<file path="src/design/ple_pkg.sv">
`default_nettype none
// ----------------------------------------------------------------------------
// ple_pkg
// Shared widths, request codes and status codes of the positional list engine.
// ----------------------------------------------------------------------------
package ple_pkg;

  localparam int CAPACITY_DEF = 32;

  localparam int REQ_W     = 3;
  localparam int VALUE_W   = 32;
  localparam int POS_W     = 7;
  localparam int STATUS_W  = 2;
  localparam int COUNT_W   = 6;
  localparam int S_TDATA_W = 40;
  localparam int M_TDATA_W = 40;

  localparam logic [REQ_W-1:0] REQ_INS_FRONT = 3'd0;
  localparam logic [REQ_W-1:0] REQ_INS_BACK  = 3'd1;
  localparam logic [REQ_W-1:0] REQ_DEL_FRONT = 3'd2;
  localparam logic [REQ_W-1:0] REQ_DEL_BACK  = 3'd3;
  localparam logic [REQ_W-1:0] REQ_INS_AT    = 3'd4;
  localparam logic [REQ_W-1:0] REQ_DEL_AT    = 3'd5;
  localparam logic [REQ_W-1:0] REQ_DISPLAY   = 3'd6;
  localparam logic [REQ_W-1:0] REQ_COUNT     = 3'd7;

  localparam logic [STATUS_W-1:0] ST_OK     = 2'd0;
  localparam logic [STATUS_W-1:0] ST_BADPOS = 2'd1;
  localparam logic [STATUS_W-1:0] ST_EMPTY  = 2'd2;
  localparam logic [STATUS_W-1:0] ST_FULL   = 2'd3;

endpackage
`default_nettype wire

</file>
<file path="src/design/ple_store.sv">
`default_nettype none
// ----------------------------------------------------------------------------
// ple_store
// Element memory: one write port and one registered read port.
// ----------------------------------------------------------------------------
module ple_store
  import ple_pkg::*;
#(
  parameter int CAPACITY = CAPACITY_DEF,
  parameter int IW       = $clog2(CAPACITY)
) (
  input  wire logic               clk,
  input  wire logic               we,
  input  wire logic [IW-1:0]      waddr,
  input  wire logic [VALUE_W-1:0] wdata,
  input  wire logic               re,
  input  wire logic [IW-1:0]      raddr,
  output logic      [VALUE_W-1:0] rdata
);

  logic [VALUE_W-1:0] mem [CAPACITY];

  always_ff @(posedge clk) begin
    if (we) begin
      mem[waddr] <= wdata;
    end
  end

  always_ff @(posedge clk) begin
    if (re) begin
      rdata <= mem[raddr];
    end
  end

endmodule
`default_nettype wire

</file>
<file path="src/design/ple_ctrl.sv">
`default_nettype none
// ----------------------------------------------------------------------------
// ple_ctrl
// Request sequencer with the shared circular slot adder and the result register.
// ----------------------------------------------------------------------------
module ple_ctrl
  import ple_pkg::*;
#(
  parameter int CAPACITY = CAPACITY_DEF,
  parameter int IW       = $clog2(CAPACITY),
  parameter int CW       = $clog2(CAPACITY + 1)
) (
  input  wire logic                clk,
  input  wire logic                rst,
  input  wire logic                in_valid,
  output logic                     in_ready,
  input  wire logic [REQ_W-1:0]    in_req,
  input  wire logic [VALUE_W-1:0]  in_value,
  input  wire logic [POS_W-1:0]    in_pos,
  output logic                     out_valid,
  input  wire logic                out_ready,
  output logic [STATUS_W-1:0]      out_status,
  output logic [VALUE_W-1:0]       out_elem,
  output logic [COUNT_W-1:0]       out_count,
  output logic                     out_last,
  output logic                     mem_we,
  output logic [IW-1:0]            mem_waddr,
  output logic [VALUE_W-1:0]       mem_wdata,
  output logic                     mem_re,
  output logic [IW-1:0]            mem_raddr,
  input  wire logic [VALUE_W-1:0]  mem_rdata
);

  localparam logic [3:0] S_IDLE     = 4'd0;
  localparam logic [3:0] S_INS_RD   = 4'd1;
  localparam logic [3:0] S_INS_WR   = 4'd2;
  localparam logic [3:0] S_WR_NEW   = 4'd3;
  localparam logic [3:0] S_DEL_RD   = 4'd4;
  localparam logic [3:0] S_DEL_WR   = 4'd5;
  localparam logic [3:0] S_DISP_RD  = 4'd6;
  localparam logic [3:0] S_DISP_OUT = 4'd7;
  localparam logic [3:0] S_FINISH   = 4'd8;

  localparam logic [CW:0] CAP_X = (CW + 1)'(CAPACITY);

  logic [3:0]          state, state_next;
  logic [IW-1:0]       head, head_next;
  logic [CW-1:0]       count, count_next;
  logic [CW-1:0]       idx, idx_next;
  logic [CW-1:0]       stop, stop_next;
  logic [VALUE_W-1:0]  val, val_next;
  logic [STATUS_W-1:0] st, st_next;

  logic                load_out;
  logic [STATUS_W-1:0] ld_status;
  logic [VALUE_W-1:0]  ld_elem;
  logic                ld_last;

  logic [CW:0]   off;
  logic [CW:0]   sum;
  logic [IW-1:0] slot_addr;

  logic          slot_free;
  logic          full, empty;
  logic [7:0]    pos_x, cnt_x;
  logic          ins_bad, del_bad;
  logic [CW-1:0] pos_m1;
  logic [CW-1:0] ins_p, del_p;
  logic [CW:0]   idx_p1, idx_p2;

  // Shared slot adder: (head + offset) wrapped to the buffer size.
  always_comb begin
    sum = (CW + 1)'(head) + off;
    if (sum >= CAP_X) begin
      sum = sum - CAP_X;
    end
    slot_addr = IW'(sum);
  end

  assign slot_free = !out_valid || out_ready;
  assign in_ready  = (state == S_IDLE);
  assign full      = (count == CW'(CAPACITY));
  assign empty     = (count == '0);
  assign pos_x     = 8'(in_pos);
  assign cnt_x     = 8'(count);
  assign ins_bad   = (in_pos == '0) || (pos_x > cnt_x + 8'd1);
  assign del_bad   = (in_pos == '0) || (pos_x > cnt_x);
  assign pos_m1    = CW'(pos_x - 8'd1);
  assign ins_p     = (in_req == REQ_INS_FRONT) ? '0 :
                     (in_req == REQ_INS_BACK)  ? count : pos_m1;
  assign del_p     = (in_req == REQ_DEL_FRONT) ? '0 :
                     (in_req == REQ_DEL_BACK)  ? CW'(count - 1'b1) : pos_m1;
  assign idx_p1    = (CW + 1)'(idx) + 1'b1;
  assign idx_p2    = idx_p1 + 1'b1;

  assign mem_waddr = slot_addr;
  assign mem_raddr = slot_addr;

  always_comb begin
    state_next = state;
    head_next  = head;
    count_next = count;
    idx_next   = idx;
    stop_next  = stop;
    val_next   = val;
    st_next    = st;
    off        = '0;
    mem_we     = 1'b0;
    mem_re     = 1'b0;
    mem_wdata  = mem_rdata;
    load_out   = 1'b0;
    ld_status  = st;
    ld_elem    = '0;
    ld_last    = 1'b1;

    unique case (state)
      S_IDLE: begin
        if (in_valid) begin
          val_next   = in_value;
          st_next    = ST_OK;
          state_next = S_FINISH;
          unique case (in_req)
            REQ_INS_FRONT, REQ_INS_BACK, REQ_INS_AT: begin
              if (full) begin
                st_next = ST_FULL;
              end else if (in_req == REQ_INS_AT && ins_bad) begin
                st_next = ST_BADPOS;
              end else if (ins_p == '0) begin
                off        = CAP_X - 1'b1;
                head_next  = slot_addr;
                idx_next   = '0;
                state_next = S_WR_NEW;
              end else if (count > ins_p) begin
                idx_next   = count;
                stop_next  = ins_p;
                state_next = S_INS_RD;
              end else begin
                idx_next   = ins_p;
                state_next = S_WR_NEW;
              end
            end
            REQ_DEL_FRONT, REQ_DEL_BACK, REQ_DEL_AT: begin
              if (empty) begin
                st_next = ST_EMPTY;
              end else if (in_req == REQ_DEL_AT && del_bad) begin
                st_next = ST_BADPOS;
              end else if (del_p == '0) begin
                off        = (CW + 1)'(1);
                head_next  = slot_addr;
                count_next = count - 1'b1;
              end else if ((CW + 1)'(del_p) + 1'b1 < (CW + 1)'(count)) begin
                idx_next   = del_p;
                state_next = S_DEL_RD;
              end else begin
                count_next = count - 1'b1;
              end
            end
            REQ_DISPLAY: begin
              if (empty) begin
                st_next = ST_EMPTY;
              end else begin
                idx_next   = '0;
                state_next = S_DISP_RD;
              end
            end
            REQ_COUNT: begin
              st_next = ST_OK;
            end
            default: begin
              st_next = ST_OK;
            end
          endcase
        end
      end
      S_INS_RD: begin
        off        = (CW + 1)'(idx) - 1'b1;
        mem_re     = 1'b1;
        state_next = S_INS_WR;
      end
      S_INS_WR: begin
        off      = (CW + 1)'(idx);
        mem_we   = 1'b1;
        idx_next = idx - 1'b1;
        if (idx - 1'b1 == stop) begin
          state_next = S_WR_NEW;
        end else begin
          state_next = S_INS_RD;
        end
      end
      S_WR_NEW: begin
        off        = (CW + 1)'(idx);
        mem_we     = 1'b1;
        mem_wdata  = val;
        count_next = count + 1'b1;
        state_next = S_FINISH;
      end
      S_DEL_RD: begin
        off        = idx_p1;
        mem_re     = 1'b1;
        state_next = S_DEL_WR;
      end
      S_DEL_WR: begin
        off      = (CW + 1)'(idx);
        mem_we   = 1'b1;
        idx_next = CW'(idx_p1);
        if (idx_p2 >= (CW + 1)'(count)) begin
          count_next = count - 1'b1;
          state_next = S_FINISH;
        end else begin
          state_next = S_DEL_RD;
        end
      end
      S_DISP_RD: begin
        off        = (CW + 1)'(idx);
        mem_re     = 1'b1;
        state_next = S_DISP_OUT;
      end
      S_DISP_OUT: begin
        ld_status = ST_OK;
        ld_elem   = mem_rdata;
        ld_last   = (idx_p1 == (CW + 1)'(count));
        if (slot_free) begin
          load_out = 1'b1;
          idx_next = CW'(idx_p1);
          if (ld_last) begin
            state_next = S_IDLE;
          end else begin
            state_next = S_DISP_RD;
          end
        end
      end
      S_FINISH: begin
        if (slot_free) begin
          load_out   = 1'b1;
          state_next = S_IDLE;
        end
      end
      default: begin
        state_next = S_IDLE;
      end
    endcase
  end

  always_ff @(posedge clk) begin
    if (rst) begin
      state     <= S_IDLE;
      head      <= '0;
      count     <= '0;
      out_valid <= 1'b0;
    end else begin
      state <= state_next;
      head  <= head_next;
      count <= count_next;
      if (load_out) begin
        out_valid <= 1'b1;
      end else if (out_ready) begin
        out_valid <= 1'b0;
      end
    end
  end

  always_ff @(posedge clk) begin
    idx  <= idx_next;
    stop <= stop_next;
    val  <= val_next;
    st   <= st_next;
    if (load_out) begin
      out_status <= ld_status;
      out_elem   <= ld_elem;
      out_count  <= COUNT_W'(count_next);
      out_last   <= ld_last;
    end
  end

endmodule
`default_nettype wire

</file>
<file path="src/design/positional_list_engine.sv">
`default_nettype none
// Front/back deletes, count and rejected requests go straight to the result register, and
// front/back inserts first write the new element. Positional inserts and deletes first move
// each shifted entry by a read and a write. Display uses the single registered memory read port.
// One request is in work at a time; s_tready is high only between requests.
// Synchronous reset empties the list; the element memory itself is not cleared.
// ----------------------------------------------------------------------------
// positional_list_engine
// Ordered list of signed 32-bit values held in a circular buffer with a head index.
// ----------------------------------------------------------------------------
module positional_list_engine
  import ple_pkg::*;
#(
  parameter int CAPACITY = CAPACITY_DEF
) (
  input  wire logic                   clk,
  input  wire logic                   rst,
  input  wire logic                   s_tvalid,
  output logic                        s_tready,
  input  wire logic [S_TDATA_W-1:0]   s_tdata,  // value[31:0], position[38:32], zero pad
  input  wire logic [REQ_W-1:0]       s_tuser,  // req_type[2:0]
  output logic                        m_tvalid,
  input  wire logic                   m_tready,
  output logic [M_TDATA_W-1:0]        m_tdata,  // element[31:0], element_count[37:32], pad
  output logic [STATUS_W-1:0]         m_tuser,  // status[1:0]
  output logic                        m_tlast
);

  localparam int IW = $clog2(CAPACITY);
  localparam int CW = $clog2(CAPACITY + 1);

  logic               mem_we;
  logic [IW-1:0]      mem_waddr;
  logic [VALUE_W-1:0] mem_wdata;
  logic               mem_re;
  logic [IW-1:0]      mem_raddr;
  logic [VALUE_W-1:0] mem_rdata;
  logic [VALUE_W-1:0] out_elem;
  logic [COUNT_W-1:0] out_count;

  ple_ctrl #(
    .CAPACITY (CAPACITY),
    .IW       (IW),
    .CW       (CW)
  ) u_ctrl (
    .clk        (clk),
    .rst        (rst),
    .in_valid   (s_tvalid),
    .in_ready   (s_tready),
    .in_req     (s_tuser),
    .in_value   (s_tdata[VALUE_W-1:0]),
    .in_pos     (s_tdata[VALUE_W+POS_W-1:VALUE_W]),
    .out_valid  (m_tvalid),
    .out_ready  (m_tready),
    .out_status (m_tuser),
    .out_elem   (out_elem),
    .out_count  (out_count),
    .out_last   (m_tlast),
    .mem_we     (mem_we),
    .mem_waddr  (mem_waddr),
    .mem_wdata  (mem_wdata),
    .mem_re     (mem_re),
    .mem_raddr  (mem_raddr),
    .mem_rdata  (mem_rdata)
  );

  ple_store #(
    .CAPACITY (CAPACITY),
    .IW       (IW)
  ) u_store (
    .clk   (clk),
    .we    (mem_we),
    .waddr (mem_waddr),
    .wdata (mem_wdata),
    .re    (mem_re),
    .raddr (mem_raddr),
    .rdata (mem_rdata)
  );

  assign m_tdata = {{(M_TDATA_W - VALUE_W - COUNT_W){1'b0}}, out_count, out_elem};

endmodule
`default_nettype wire
</file>
<file path="config.mk">
export PLATFORM = sky130hd
export DESIGN_NAME = positional_list_engine
export DESIGN_NICKNAME = d
export VERILOG_FILES = /design/src/design/ple_pkg.sv /design/src/design/ple_store.sv /design/src/design/ple_ctrl.sv /design/src/design/positional_list_engine.sv
export SDC_FILE = /design/constraint.sdc
export NUM_CORES = 1
export LEC_CHECK = 0
export ABC_CLOCK_PERIOD_IN_PS = 10900
export BUFFER_PORTS_ARGS = -buffer_cell sky130_fd_sc_hd__clkbuf_2
export CAP_MARGIN = 0
export CELL_PAD_IN_SITES_DETAIL_PLACEMENT = 1
export CELL_PAD_IN_SITES_GLOBAL_PLACEMENT = 2
export CORE_ASPECT_RATIO = 1.1
export CORE_UTILIZATION = 49
export DETAILED_ROUTE_END_ITERATION = 7
export PLACE_DENSITY_LB_ADDON = 0.1
export SYNTH_ARGS = -nofsm -noshare
export SYNTH_HDL_FRONTEND = slang
export SYNTH_SLANG_ARGS = --single-unit
</file>
<file path="constraint.sdc">
create_clock -name clk -period 10.9 [get_ports clk]
set_input_delay 0.545 -clock clk [delete_from_list [all_inputs] [get_ports clk]]
set_output_delay 0.545 -clock clk [all_outputs]
set_load 0.01 [all_outputs]
</file>
# --- Yosys cells after proc, flatten, opt, wreduce, memory -nomap -nowiden ---
# Memory sizes are Yosys's and may differ from the RTL's. A register that Yosys moved wholly into a read port is not among the register bits.
# Index checks and enable logic that the tools add are counted.
word_totals:
  ff_bits: 103
  ramBits: 1024
  in_bits: 47
  out_inout_bits: 45
  wordCells: 168
  n_memories: 1
op_classes:
  n_addsub: 11
  n_lt_le_gt_ge: 6
  eq_ne: 35
  n_mux: 74
  bitwise_logic: 3
  n_reduce_logical: 26
memory_table:
  columns: ["name", "depth", "width", "rd", "rd_ports_with_merged_regs", "wr", "line_no", "text"]
  rows:
  - ["u_store.mem", 32, 32, 1, 1, 1, "ple_store.sv:21", "logic [VALUE_W-1:0] mem [CAPACITY];"]
op_table:
  columns: ["operator", "count"]
  rows:
  - ["$mux 6", 22]
  - ["$mux 4", 12]
  - ["$mux 5", 8]
  - ["$pmux 4 s9", 1]
  - ["$pmux 6 s3", 2]
  - ["$mux 7", 5]
  - ["$mux 32", 1]
  - ["$pmux 7 s4", 1]
  - ["$pmux 6 s4", 1]
  - ["$add 6x1->7 const B", 3]
  - ["$logic_not 6->1", 3]
  - ["$ne 3x3->1 const B", 6]
  - ["$sub 6x1->6 const B", 3]
  - ["$eq 4x3->1 const B", 4]
  - ["$pmux 7 s2", 1]
  - ["$eq 3x3->1 const B", 4]
  - ["$pmux 4 s3", 1]
  - ["$reduce_or 3->1", 4]
  - ["$mux 1", 11]
  - ["$reduce_and 11->1", 1]
  - ["$mux 2", 5]
  - ["$ne 2x2->1 const B", 5]
  - ["$pmux 5 s2", 1]
  - ["$reduce_and 9->1", 1]
  - ["other kinds (38)", 49]

# --- Longest topological paths before layout ---
# Gate-level depths: netlist (run 1).
logic_depth:
  depth_word: 17
  depth_mapped: 24
  mapped_depth_nobuf: 22

# --- Cells and area by module ---
# A second synthesis (run 1) with hierarchy kept.
unflattened:
  cells_unflattened: 3033
  hier_area_um2: 47827.1
by_module_without_submodules:
  columns: ["mod", "instances", "cells_each", "area_each_um2", "seq_area_each_um2"]
  rows:
  - ["ple_store", 1, 2260, 40812.9, 31710.4]
  - ["ple_ctrl", 1, 770, 6995.5, 2932.8]
  - ["positional_list_engine", 1, 3, 18.8, 0.0]

# --- Least setup slack after synthesis (run 1) ---
# OpenSTA, ideal clock, no wires.
synth_path:
  path_type: "reg2reg"
  startpoint: "reg u_ctrl.count[2]"
  endpoint: "mem u_store.mem[2][0], enable pin"
  arrival_time_ps: 7540
  t_required_ps: 10398
  slack_ps: 2859
  path_stages_with_launch: 20
  path_buffers: 3
  period_less_slack_ps: 8041
  cell_sequence: "dfxtp_1 > clkbuf_1 > clkbuf_1 > nand3_1 > or3_1 > ha_1 > and4_1 > a21boi_0 > o311a_1 > nor2_1 > nand2_1 > o221ai_1 > ha_1 > fa_1 > a21o_1 > a21oi_1 > xnor2_1 > xnor2_4 > clkbuf_1 > nor4_1"
synth_between:
  elab_chain_cells: 13
  word_cells_on_any_way: 29
  classes_between: "add/sub (4); order compare (3); eq/ne (1); mux (14); reduce/logical (7)"
synth_rtl:
  columns: ["element", "line_no", "text"]
  rows:
  - ["from (decl)", "ple_ctrl.sv:48", "logic [CW-1:0] count, count_next;"]
  - ["from (signal assigned)", "ple_ctrl.sv:253", "count <= count_next;"]
  - ["parallel branches: the longest is 7 deep, another holds $add 6x1->7", null, null]
  - ["$pmux 7 s2 (*)", "ple_ctrl.sv:122", "unique case (in_req)"]
  - ["$mux 7 (*)", "ple_ctrl.sv:118", "if (in_valid) begin"]
  - ["$pmux 7 s4 (*)", "ple_ctrl.sv:116", "unique case (state)"]
  - ["$add 5x7->7 (*)", "ple_ctrl.sv:73", "sum = (CW + 1)'(head) + off;"]
  - ["$ge 7x6->1 or $sub 5x1->5 (tied branches)", "ple_ctrl.sv:74, ple_ctrl.sv:75", null]
  - ["$mux 5 (*)", "ple_ctrl.sv:74", "if (sum >= CAP_X) begin"]
  - ["to (decl)", "ple_store.sv:21", null]
# Every way passes the cells marked *.

# --- Worst setup path in the final report (run 1) ---
layout_path:
  startpoint: "reg u_ctrl.count[0]"
  endpoint: "mem u_store.mem[30][26], enable pin"
# Same word-level chain as after synthesis.

==> results.yml, run 1 <==
outcome:
  status: "completed"
timing:
  min_period_over_period_pct: 74.5
  skew_ps: 26.1
  period_minus_slack_ps: 8120
  slew_headroom_pct: 9.21
  finalHoldViolCount: 0
  setup_violations: 0
  fmax_ghz: 0.123
  timing.setup.tns_ps: 0
  slew_violations: 0
  rsz0062_at_grt: "false"
  worst_pin_slew_ps: 1360
synthesis:
  ys.flop_type: "edfxtp_1"
  netlist_instances: 2532
  netlist.top_cell.by_area: "edfxtp_1"
  synthSimpleGateAreaFrac_pct: 5.25
  synth_compound_area_share_pct: 4.18
  synth_cell_types: 81
  synth_area_per_cell_um2: 18.6
  synth_area_leaders: "edfxtp_1 73%, mux4_2 12%, nand2_1 1.7%"
  yosys_warnings: 0
  synth_enable_flop_cells: 1143
  synth_seq_area_share_pct: 73.5
  synth_adder_area_share_pct: 1.18
  synthXorXnorAreaFrac_pct: 1.03
  synth_top_family_by_area: "multiplexers"
  ys_ff_latch: 1159
  async_flop_share_pct: 0
  synth_top_area_share_pct: 72.9
  muxShareOfSynthArea_pct: 13.4
  netlist_area_mm2: 0.0471
floorplanning:
  ioPinCount: 92
  dieArea_mm2: 0.0974
  start_util_pct: 49.8
  die_h_um: 327
  die_width_um: 298
  rows: 118
  coreArea_mm2: 0.0946
global_route:
  antenna_found_initial: 4
  grt_pass1_wl_um: 187000
  grt_pass1_vias: 26791
  grt_usage_pct: 26.7
  overflow: 0
  grt_max_degree: 122
clocking:
  cts_setup_buffers: 0
  clkLatencyLatePin_ps: 710
  clkTransAtPathRegs_ps: 60
  clock_path_buffers: 3
  cts_root_buf: "clkbuf_16"
  numCtsBuffers: 114
  cts_resized: 0
  cts.sinks: 1159
  cts_tree: "yes"
  cts_hold_buf: 31
  cts.htree.levels: 3
worst_setup_path:
  startpoint_type: "flip-flop"
  crit_arrival_ps: 8440
  crit_buf_inv: 2
  critPathCaptureType: "flip-flop"
  crit_slowest_cell: "dfxtp_1"
  critPathRequiredTime_ps: 11230
  critPathMaxFanout: 37
  critical_path_class: "reg -> reg"
  crit_chain: "ha_1, nand3_1, or3_1, ha_1, and4_1, a21boi_0, o311a_1, nor2_1, nand2_1, o221ai_1, ha_4, fa_4, a21o_1, a21oi_1, xnor2_1, xnor2_4, buf_4, nand2_1, nor2_4, buf_4"
  crit_family: "simple AND/OR/NAND/NOR gates"
  slowest_delay_ps: 790
pwr:
  pwr-share-clk_pct: 30.9
  power_density_mw_per_mm2: 231
  combPwrFrac_pct: 24.3
  ir_worst_vdd_uv: 174
  power_frac_seq_pct: 44.9
  internal_power_uw: 8640
  p_leak_uw: 0.0169
  p_sw_share_pct: 29.7
  switchingPower_uw: 3650
placed_design:
  gp_congestion: 0.842
  dp_hpwl_um: 72800
  port_buffers: 88
  placed_area_mm2: 0.0494
final_layout:
  area_delta_synth_final_pct: 13.2
  drive_gt1_share_pct: 23.0
  layout.nets: 2777
  design_area_mm2: 0.0533
detailed_routing:
  routed_wirelength_um: 128000
  drt_iter0_drc: 2326
  drc: 0
  wl_per_cell_um: 31.8
  ant_nets: 0
  first_pass_iters: 5
  vias: 25411
  via_per_inst: 6.29
flow_run:
  maxCapViolCount: 0
min_path:
  worstHoldPathType: "in -> reg"
-- synthesized netlist by cell type, drive strengths merged, types with 3 or more instances --
library cell,instances
o221ai,8
nand2b,11
a211oi,6
nand4,4
and2,3
nand2,220
a31oi,17
xor2,17
or3,5
a221oi,5
o21a,4
buf,40
nand3b,6
a22o,28
o211ai,31
clkbuf,103
nor2b,17
nor3,19
o31ai,7
a21o,7
nor3b,7
and3,43
ha,43
edfxtp,1143
o21ai,23
o2111ai,3
nand3,89
o22ai,12
xnor2,33
mux4,259
nor4,9
inv,24
dfxtp,16
a211o,32
a21oi,75
mux2i,45
nor2,84
o221a,3
-- registers in the layout, indices dropped and copies added, names as in the netlist --
name and flops:
u_store.mem 1024, u_ctrl.out_elem 32, u_ctrl.val 32, u_store.rdata 32, u_ctrl.count 6, u_ctrl.idx 6, u_ctrl.out_count 6, u_ctrl.stop 6
u_ctrl.head 5, u_ctrl.state 4, u_ctrl.out_status 2, u_ctrl.st 2, u_ctrl.out_last 1, u_ctrl.out_valid 1
-- cell families after synthesis --
| family | after synthesis |
|---|---|
| muxes | 305 |
| and+or+nand+nor | 525 |
| AOI/OAI and AO/OA | 279 |
| adders and majority gates | 44 |
| DFF | 1159 |
| buffers and inverters | 169 |
| xor gates and xnor gates | 50 |
| other | 1 |
-- metal layers --
layer	global-route usage (%)	part of all wire, %	wire length [µm]
met1	37.1	41	53000
met2	45.1	50	64500
met3	3.89	6.5	8410
met4	6.21	1.9	2420
met5	0	0	0
-- area by class of cell --
type	instances	area, µm²
Antenna cell	4	10.0
Clock buffer	129	2910
Clock inverter	76	661
Fill cell	8326	41300
Inverter	26	97.6
Multi-Input combinational cell	1205	12200
Sequential cell	1159	34600
Tap cell	1260	1580
Timing Repair Buffer	180	1260
-- worst reg2reg max path: cells and delay by family, from the launching register on --
family	cells	cell delay [ps]
buffers and inverters	2	1240
AO/OA/AOI/OAI	5	930
AND/OR/NAND/NOR	7	2600
adder cells (fa/ha/maj)	4	1160
XOR/XNOR	2	1050
flip-flops	1	790
-- power groups by stage --
stage / logic, µW / clock network, µW / registers (µW)
2_1_floorplan: 2040 / 0 / 5530
3_3_place_gp: 2920 / 0 / 5600
3_5_place_dp: 2980 / 0 / 5610
4_1_cts: 3010 / 3850 / 5510
5_1_grt: 3210 / 3990 / 5530
6_report: 2980 / 3790 / 5520
-- cell usage in the layout, fill, tap and decap left out, types with 6 or more instances in the layout --
cell / instances
nor3b_1: 7
a31oi_1: 17
nand3b_1: 6
xor2_1: 15
nand2b_1: 11
o221ai_1: 8
nand3_1: 87
clkbuf_16: 114
xnor2_1: 28
ha_1: 42
clkbuf_2: 88
nor2_4: 34
inv_1: 20
nor2b_1: 17
a21oi_1: 72
and3_1: 42
edfxtp_1: 1143
nor2_1: 48
a211o_1: 32
nor4_1: 6
bufinv_16: 9
clkbuf_1: 15
buf_4: 57
dlygate4sd3_1: 31
clkinv_1: 36
a21o_1: 7
clkinv_2: 22
mux2i_1: 43
nand2_1: 219
a211oi_1: 6
o22ai_1: 12
a22o_1: 28
o21ai_0: 23
o211ai_1: 31
o31ai_1: 6
dfxtp_1: 15
mux4_2: 259
nor3_1: 17
-- path summary, 6_finish.rpt --
kind | start | end | slack [ps] | depth (start not counted)
max | u_ctrl.count[0] | u_store.mem[30][26] | 2780 | 20
min | s_tdata[4] | u_ctrl.val[4] | 30 | 1
max reg2reg | u_ctrl.count[0] | u_store.mem[30][26] | 2780 | 20
min reg2reg | u_ctrl.head[2] | u_ctrl.head[2] | 520 | 2
-- per-stage QoR --
| step | util, % | setup WS [ps] | instances | power (µW) | hold slack, ps |
|---|---|---|---|---|---|
| 5_1_grt | 56.3 | 2330 | 4035 | 12700 | 16.6 |
| 6_report | 56.3 | 2780 | 4039 | 12300 | 32.4 |
| 3_5_place_dp | 52.2 | 2860 | 3799 | 8590 | 516 |
| 4_1_cts | 56.3 | 2810 | 4035 | 12400 | 1.80 |
| 2_1_floorplan | - | 2860 | 2533 | 7570 | 467 |
| 3_3_place_gp | 52.2 | 2980 | 3799 | 8520 | 499 |
No activity file was read; power rests on OpenSTA's default activity.
==> run 2: changes to the inputs <==
--- a/config.mk
+++ b/config.mk
@@ -5,13 +5,14 @@
 export SDC_FILE = /design/constraint.sdc
 export NUM_CORES = 1
 export LEC_CHECK = 0
-export ABC_CLOCK_PERIOD_IN_PS = 10900
+export ABC_AREA = 1
+export ABC_CLOCK_PERIOD_IN_PS = 7250
 export BUFFER_PORTS_ARGS = -buffer_cell sky130_fd_sc_hd__clkbuf_2
 export CAP_MARGIN = 0
 export CELL_PAD_IN_SITES_DETAIL_PLACEMENT = 1
 export CELL_PAD_IN_SITES_GLOBAL_PLACEMENT = 2
 export CORE_ASPECT_RATIO = 1.1
-export CORE_UTILIZATION = 49
+export CORE_UTILIZATION = 41
 export DETAILED_ROUTE_END_ITERATION = 7
 export PLACE_DENSITY_LB_ADDON = 0.1
 export SYNTH_ARGS = -nofsm -noshare
==> constraint.sdc (replaced) <==
create_clock -name clk -period 7.25 [get_ports clk]
set_input_delay 0.3625 -clock clk [delete_from_list [all_inputs] [get_ports clk]]
set_output_delay 0.3625 -clock clk [all_outputs]
set_load 0.01 [all_outputs]
==> run 2 against run 1 <==
Area after synthesis shrank 2.7%. Sequential power grew 69%. Die area up 16%. Final cell count increased by 22%. Clock power rose by 54%. Critical endpoint is now u_store.mem[4][12].
==> results.yml, run 2 <==
clocking:
  cts.htree.levels: 3
  cts_tree: "yes"
  clkLatencyLatePin_ps: 740
  cts_setup_buffers: 0
  cts.sinks: 1159
  numCtsBuffers: 115
  clock_path_buffers: 3
  cts_root_buf: "clkbuf_16"
  clkTransAtPathRegs_ps: 60
synthesis:
  async_flop_share_pct: 0
  ys_ff_latch: 1159
  synth_top_area_share_pct: 74.9
  netlist.top_cell.by_area: "edfxtp_1"
  post-synth-top-count-cell: "edfxtp_1"
  ys.flop_type: "edfxtp_1"
  synth_area_leaders: "edfxtp_1 75%, a22oi_1 4.0%, nand2_1 3.3%"
  yosys_warnings: 0
  netlist_area_mm2: 0.0458
  synth_enable_flop_cells: 1143
  synth_cell_types: 44
  synth_seq_area_share_pct: 75.6
  synth_area_per_cell_um2: 14.4
  netlist_instances: 3189
  synth.top_cells.by_count: "1143 x edfxtp_1, 405 x nand2_1, 250 x nor2_1"
pwr:
  power_frac_seq_pct: 33.6
  pwr-share-clk_pct: 21.1
  p_leak_uw: 0.0178
  switchingPower_uw: 11700
  p_sw_share_pct: 42.1
  combPwrFrac_pct: 45.3
  internal_power_uw: 16100
  ir_worst_vdd_uv: 875
  power_density_mw_per_mm2: 523
min_path:
  min_path_cells: 2
  worstHoldPathType: "in -> reg"
  hold-path-endpoint: "u_ctrl.state[3]"
  min_from: "rst"
final_layout:
  drive_gt1_share_pct: 13.1
  final_cell_mix: "1143 x edfxtp_1, 405 x nand2_1, 242 x a22oi_1"
  seqCellArea_mm2: 0.0346
  num-fill-cells: 10915
  multi_input_area_mm2: 0.0104
  stdcell_count: 4938
  diodes: 0
  layout.nets: 3438
  final_common_cell: "edfxtp_1"
  largest_reg_flops: 1024
  top_register: "u_store.mem"
  area_delta_synth_final_pct: 15.8
worst_setup_path:
  startpoint_type: "flip-flop"
  cpMostUsedCell: "nand2_1"
  r2r_start: "u_ctrl.count[0]"
  worstRegToRegCells: 23
  crit_buf_inv: 3
  crit_chain: "inv_2, ha_1, inv_1, ha_1, nand2_1, o21ai_0, a21oi_1, o21ai_0, nand2_1, nand2_1, a21oi_1, nand2_1, o221ai_1, ha_1, fa_1, nand3_1, nand2_1, xor2_1, nand3_2, nand2_2, nand3_2, nor2_4, buf_4"
  critPathRequiredTime_ps: 7670
  slowest_delay_ps: 660
  reg2reg_slack_ps: 710
  critPathCaptureType: "flip-flop"
  crit_family: "simple AND/OR/NAND/NOR gates"
  critPathMaxFanout: 16
  critical_path_class: "reg -> reg"
  crit_slowest_cell: "dfxtp_1"
  rr_endpoint: "u_store.mem[4][12]"
  crit_arrival_ps: 6960
timing:
  fmax_ghz: 0.153
  min_period_over_period_pct: 90.1
  slew_violations: 0
  timing.setup.tns_ps: 0
  period_minus_slack_ps: 6540
  whs_ps: 58.3
  rsz0062_at_grt: "false"
  setup_violations: 0
  worst_pin_slew_ps: 1310
  finalHoldViolCount: 0
  slew_headroom_pct: 12.6
  skew_ps: 24.8
global_route:
  grt_usage_pct: 24.3
  antenna_found_initial: 2
  grt_pass1_vias: 30200
  overflow: 0
  grt_pass1_wl_um: 202000
  grt_max_degree: 138
placed_design:
  gp_congestion: 0.833
  port_buffers: 88
  dp.cells: 4688
  dp_hpwl_um: 76700
detailed_routing:
  routed.top_layer: "met4"
  drt_iter0_drc: 2383
  vias: 28425
  dr_wl_met3_um: 7290
  wl_met1_um: 60400
  dr_wl_met2_um: 66900
  drc: 0
  wl_per_cell_um: 27.9
  via_per_inst: 5.76
  first_pass_iters: 5
  ant_nets: 0
  routed_wirelength_um: 138000
floorplanning:
  ioPinCount: 92
  start_util_pct: 41.4
  coreArea_mm2: 0.111
  die_width_um: 321
  dieArea_mm2: 0.113
  rows: 128
  die_h_um: 353
flow_run:
  maxCapViolCount: 0
outcome:
  status: "completed"
[run 2: worst register-to-register path: stages, from the launching register on]
cell	delay, ps
dfxtp_1	660
inv_2	250
ha_1	380
inv_1	100
ha_1	280
nand2_1	60
o21ai_0	160
a21oi_1	90
o21ai_0	390
nand2_1	190
nand2_1	100
a21oi_1	50
nand2_1	150
o221ai_1	160
ha_1	250
fa_1	510
nand3_1	110
nand2_1	70
xor2_1	230
nand3_2	200
nand2_2	520
nand3_2	350
nor2_4	640
buf_4	340
[run 2: area by class of cell]
cell class | instances | area share (%)
sequential | 1159 | 65.3
multi-input combinational | 1720 | 19.6
clock buffer | 142 | 5.70
timing repair buffer | 222 | 3.76
tap | 1495 | 3.53
clock inverter | 71 | 1.21
inverter | 129 | 0.932
[run 2: what timing repair did]
item / CTS / global route
endpoints found under the hold margin: 33 / 0
gates resized for setup: 0 / 0
hold buffers: 33 / 0
[run 2: layer usage]
metal | GRT usage (%) | vias up
li1 | - | 12589
met2 | 40.4 | 819
met3 | 3.28 | 172
met1 | 33.4 | 14845
met4 | 6.87 | 0
met5 | 0 | -
[run 2: worst max path at each step]
stage               startpoint                  to  slack, ps  cells after the start
2_1_floorplan  u_ctrl.state[1]  u_store.mem[17][0]       1560                     15
3_3_place_gp   u_ctrl.count[0]   u_store.mem[8][1]        720                     23
3_5_place_dp   u_ctrl.count[0]   u_store.mem[8][4]        750                     23
4_1_cts        u_ctrl.count[0]   u_store.mem[8][4]        720                     23
5_1_grt        u_ctrl.count[0]  u_store.mem[11][1]        330                     23
6_report       u_ctrl.count[0]  u_store.mem[4][12]        710                     23
[run 2: stage by stage]
step                worst slack [ps]  area [µm²]  utilization [%]  total power (µW)
finish                           714       53100             47.9             27700
global route                     333       53100             47.9             29300
CTS                              720       53000             47.8             27900
detailed placement               747       49000             44.2             22000
global placement                 718       49000             44.2             21700
floorplan                       1560       45800                -             17200
[run 2: logic make-up after synthesis]
family | Yosys count | share of synthesized area, %
other | 1 | 0.00818
xor gates and xnor gates | 25 | 0.478
buffers and inverters | 311 | 2.67
adders and majority gates | 44 | 1.22
DFF | 1159 | 75.6
and+or+nand+nor | 768 | 6.87
AOI/OAI and AO/OA | 881 | 13.2
[run 2: power by group through the flow]
stage | combinational, µW | sequential (µW) | clock (µW)
floorplan | 7660 | 9500 | 0
global placement | 12300 | 9460 | 0
detailed placement | 12500 | 9480 | 0
CTS | 12600 | 9350 | 5990
global route | 13700 | 9380 | 6200
finish | 12600 | 9330 | 5850
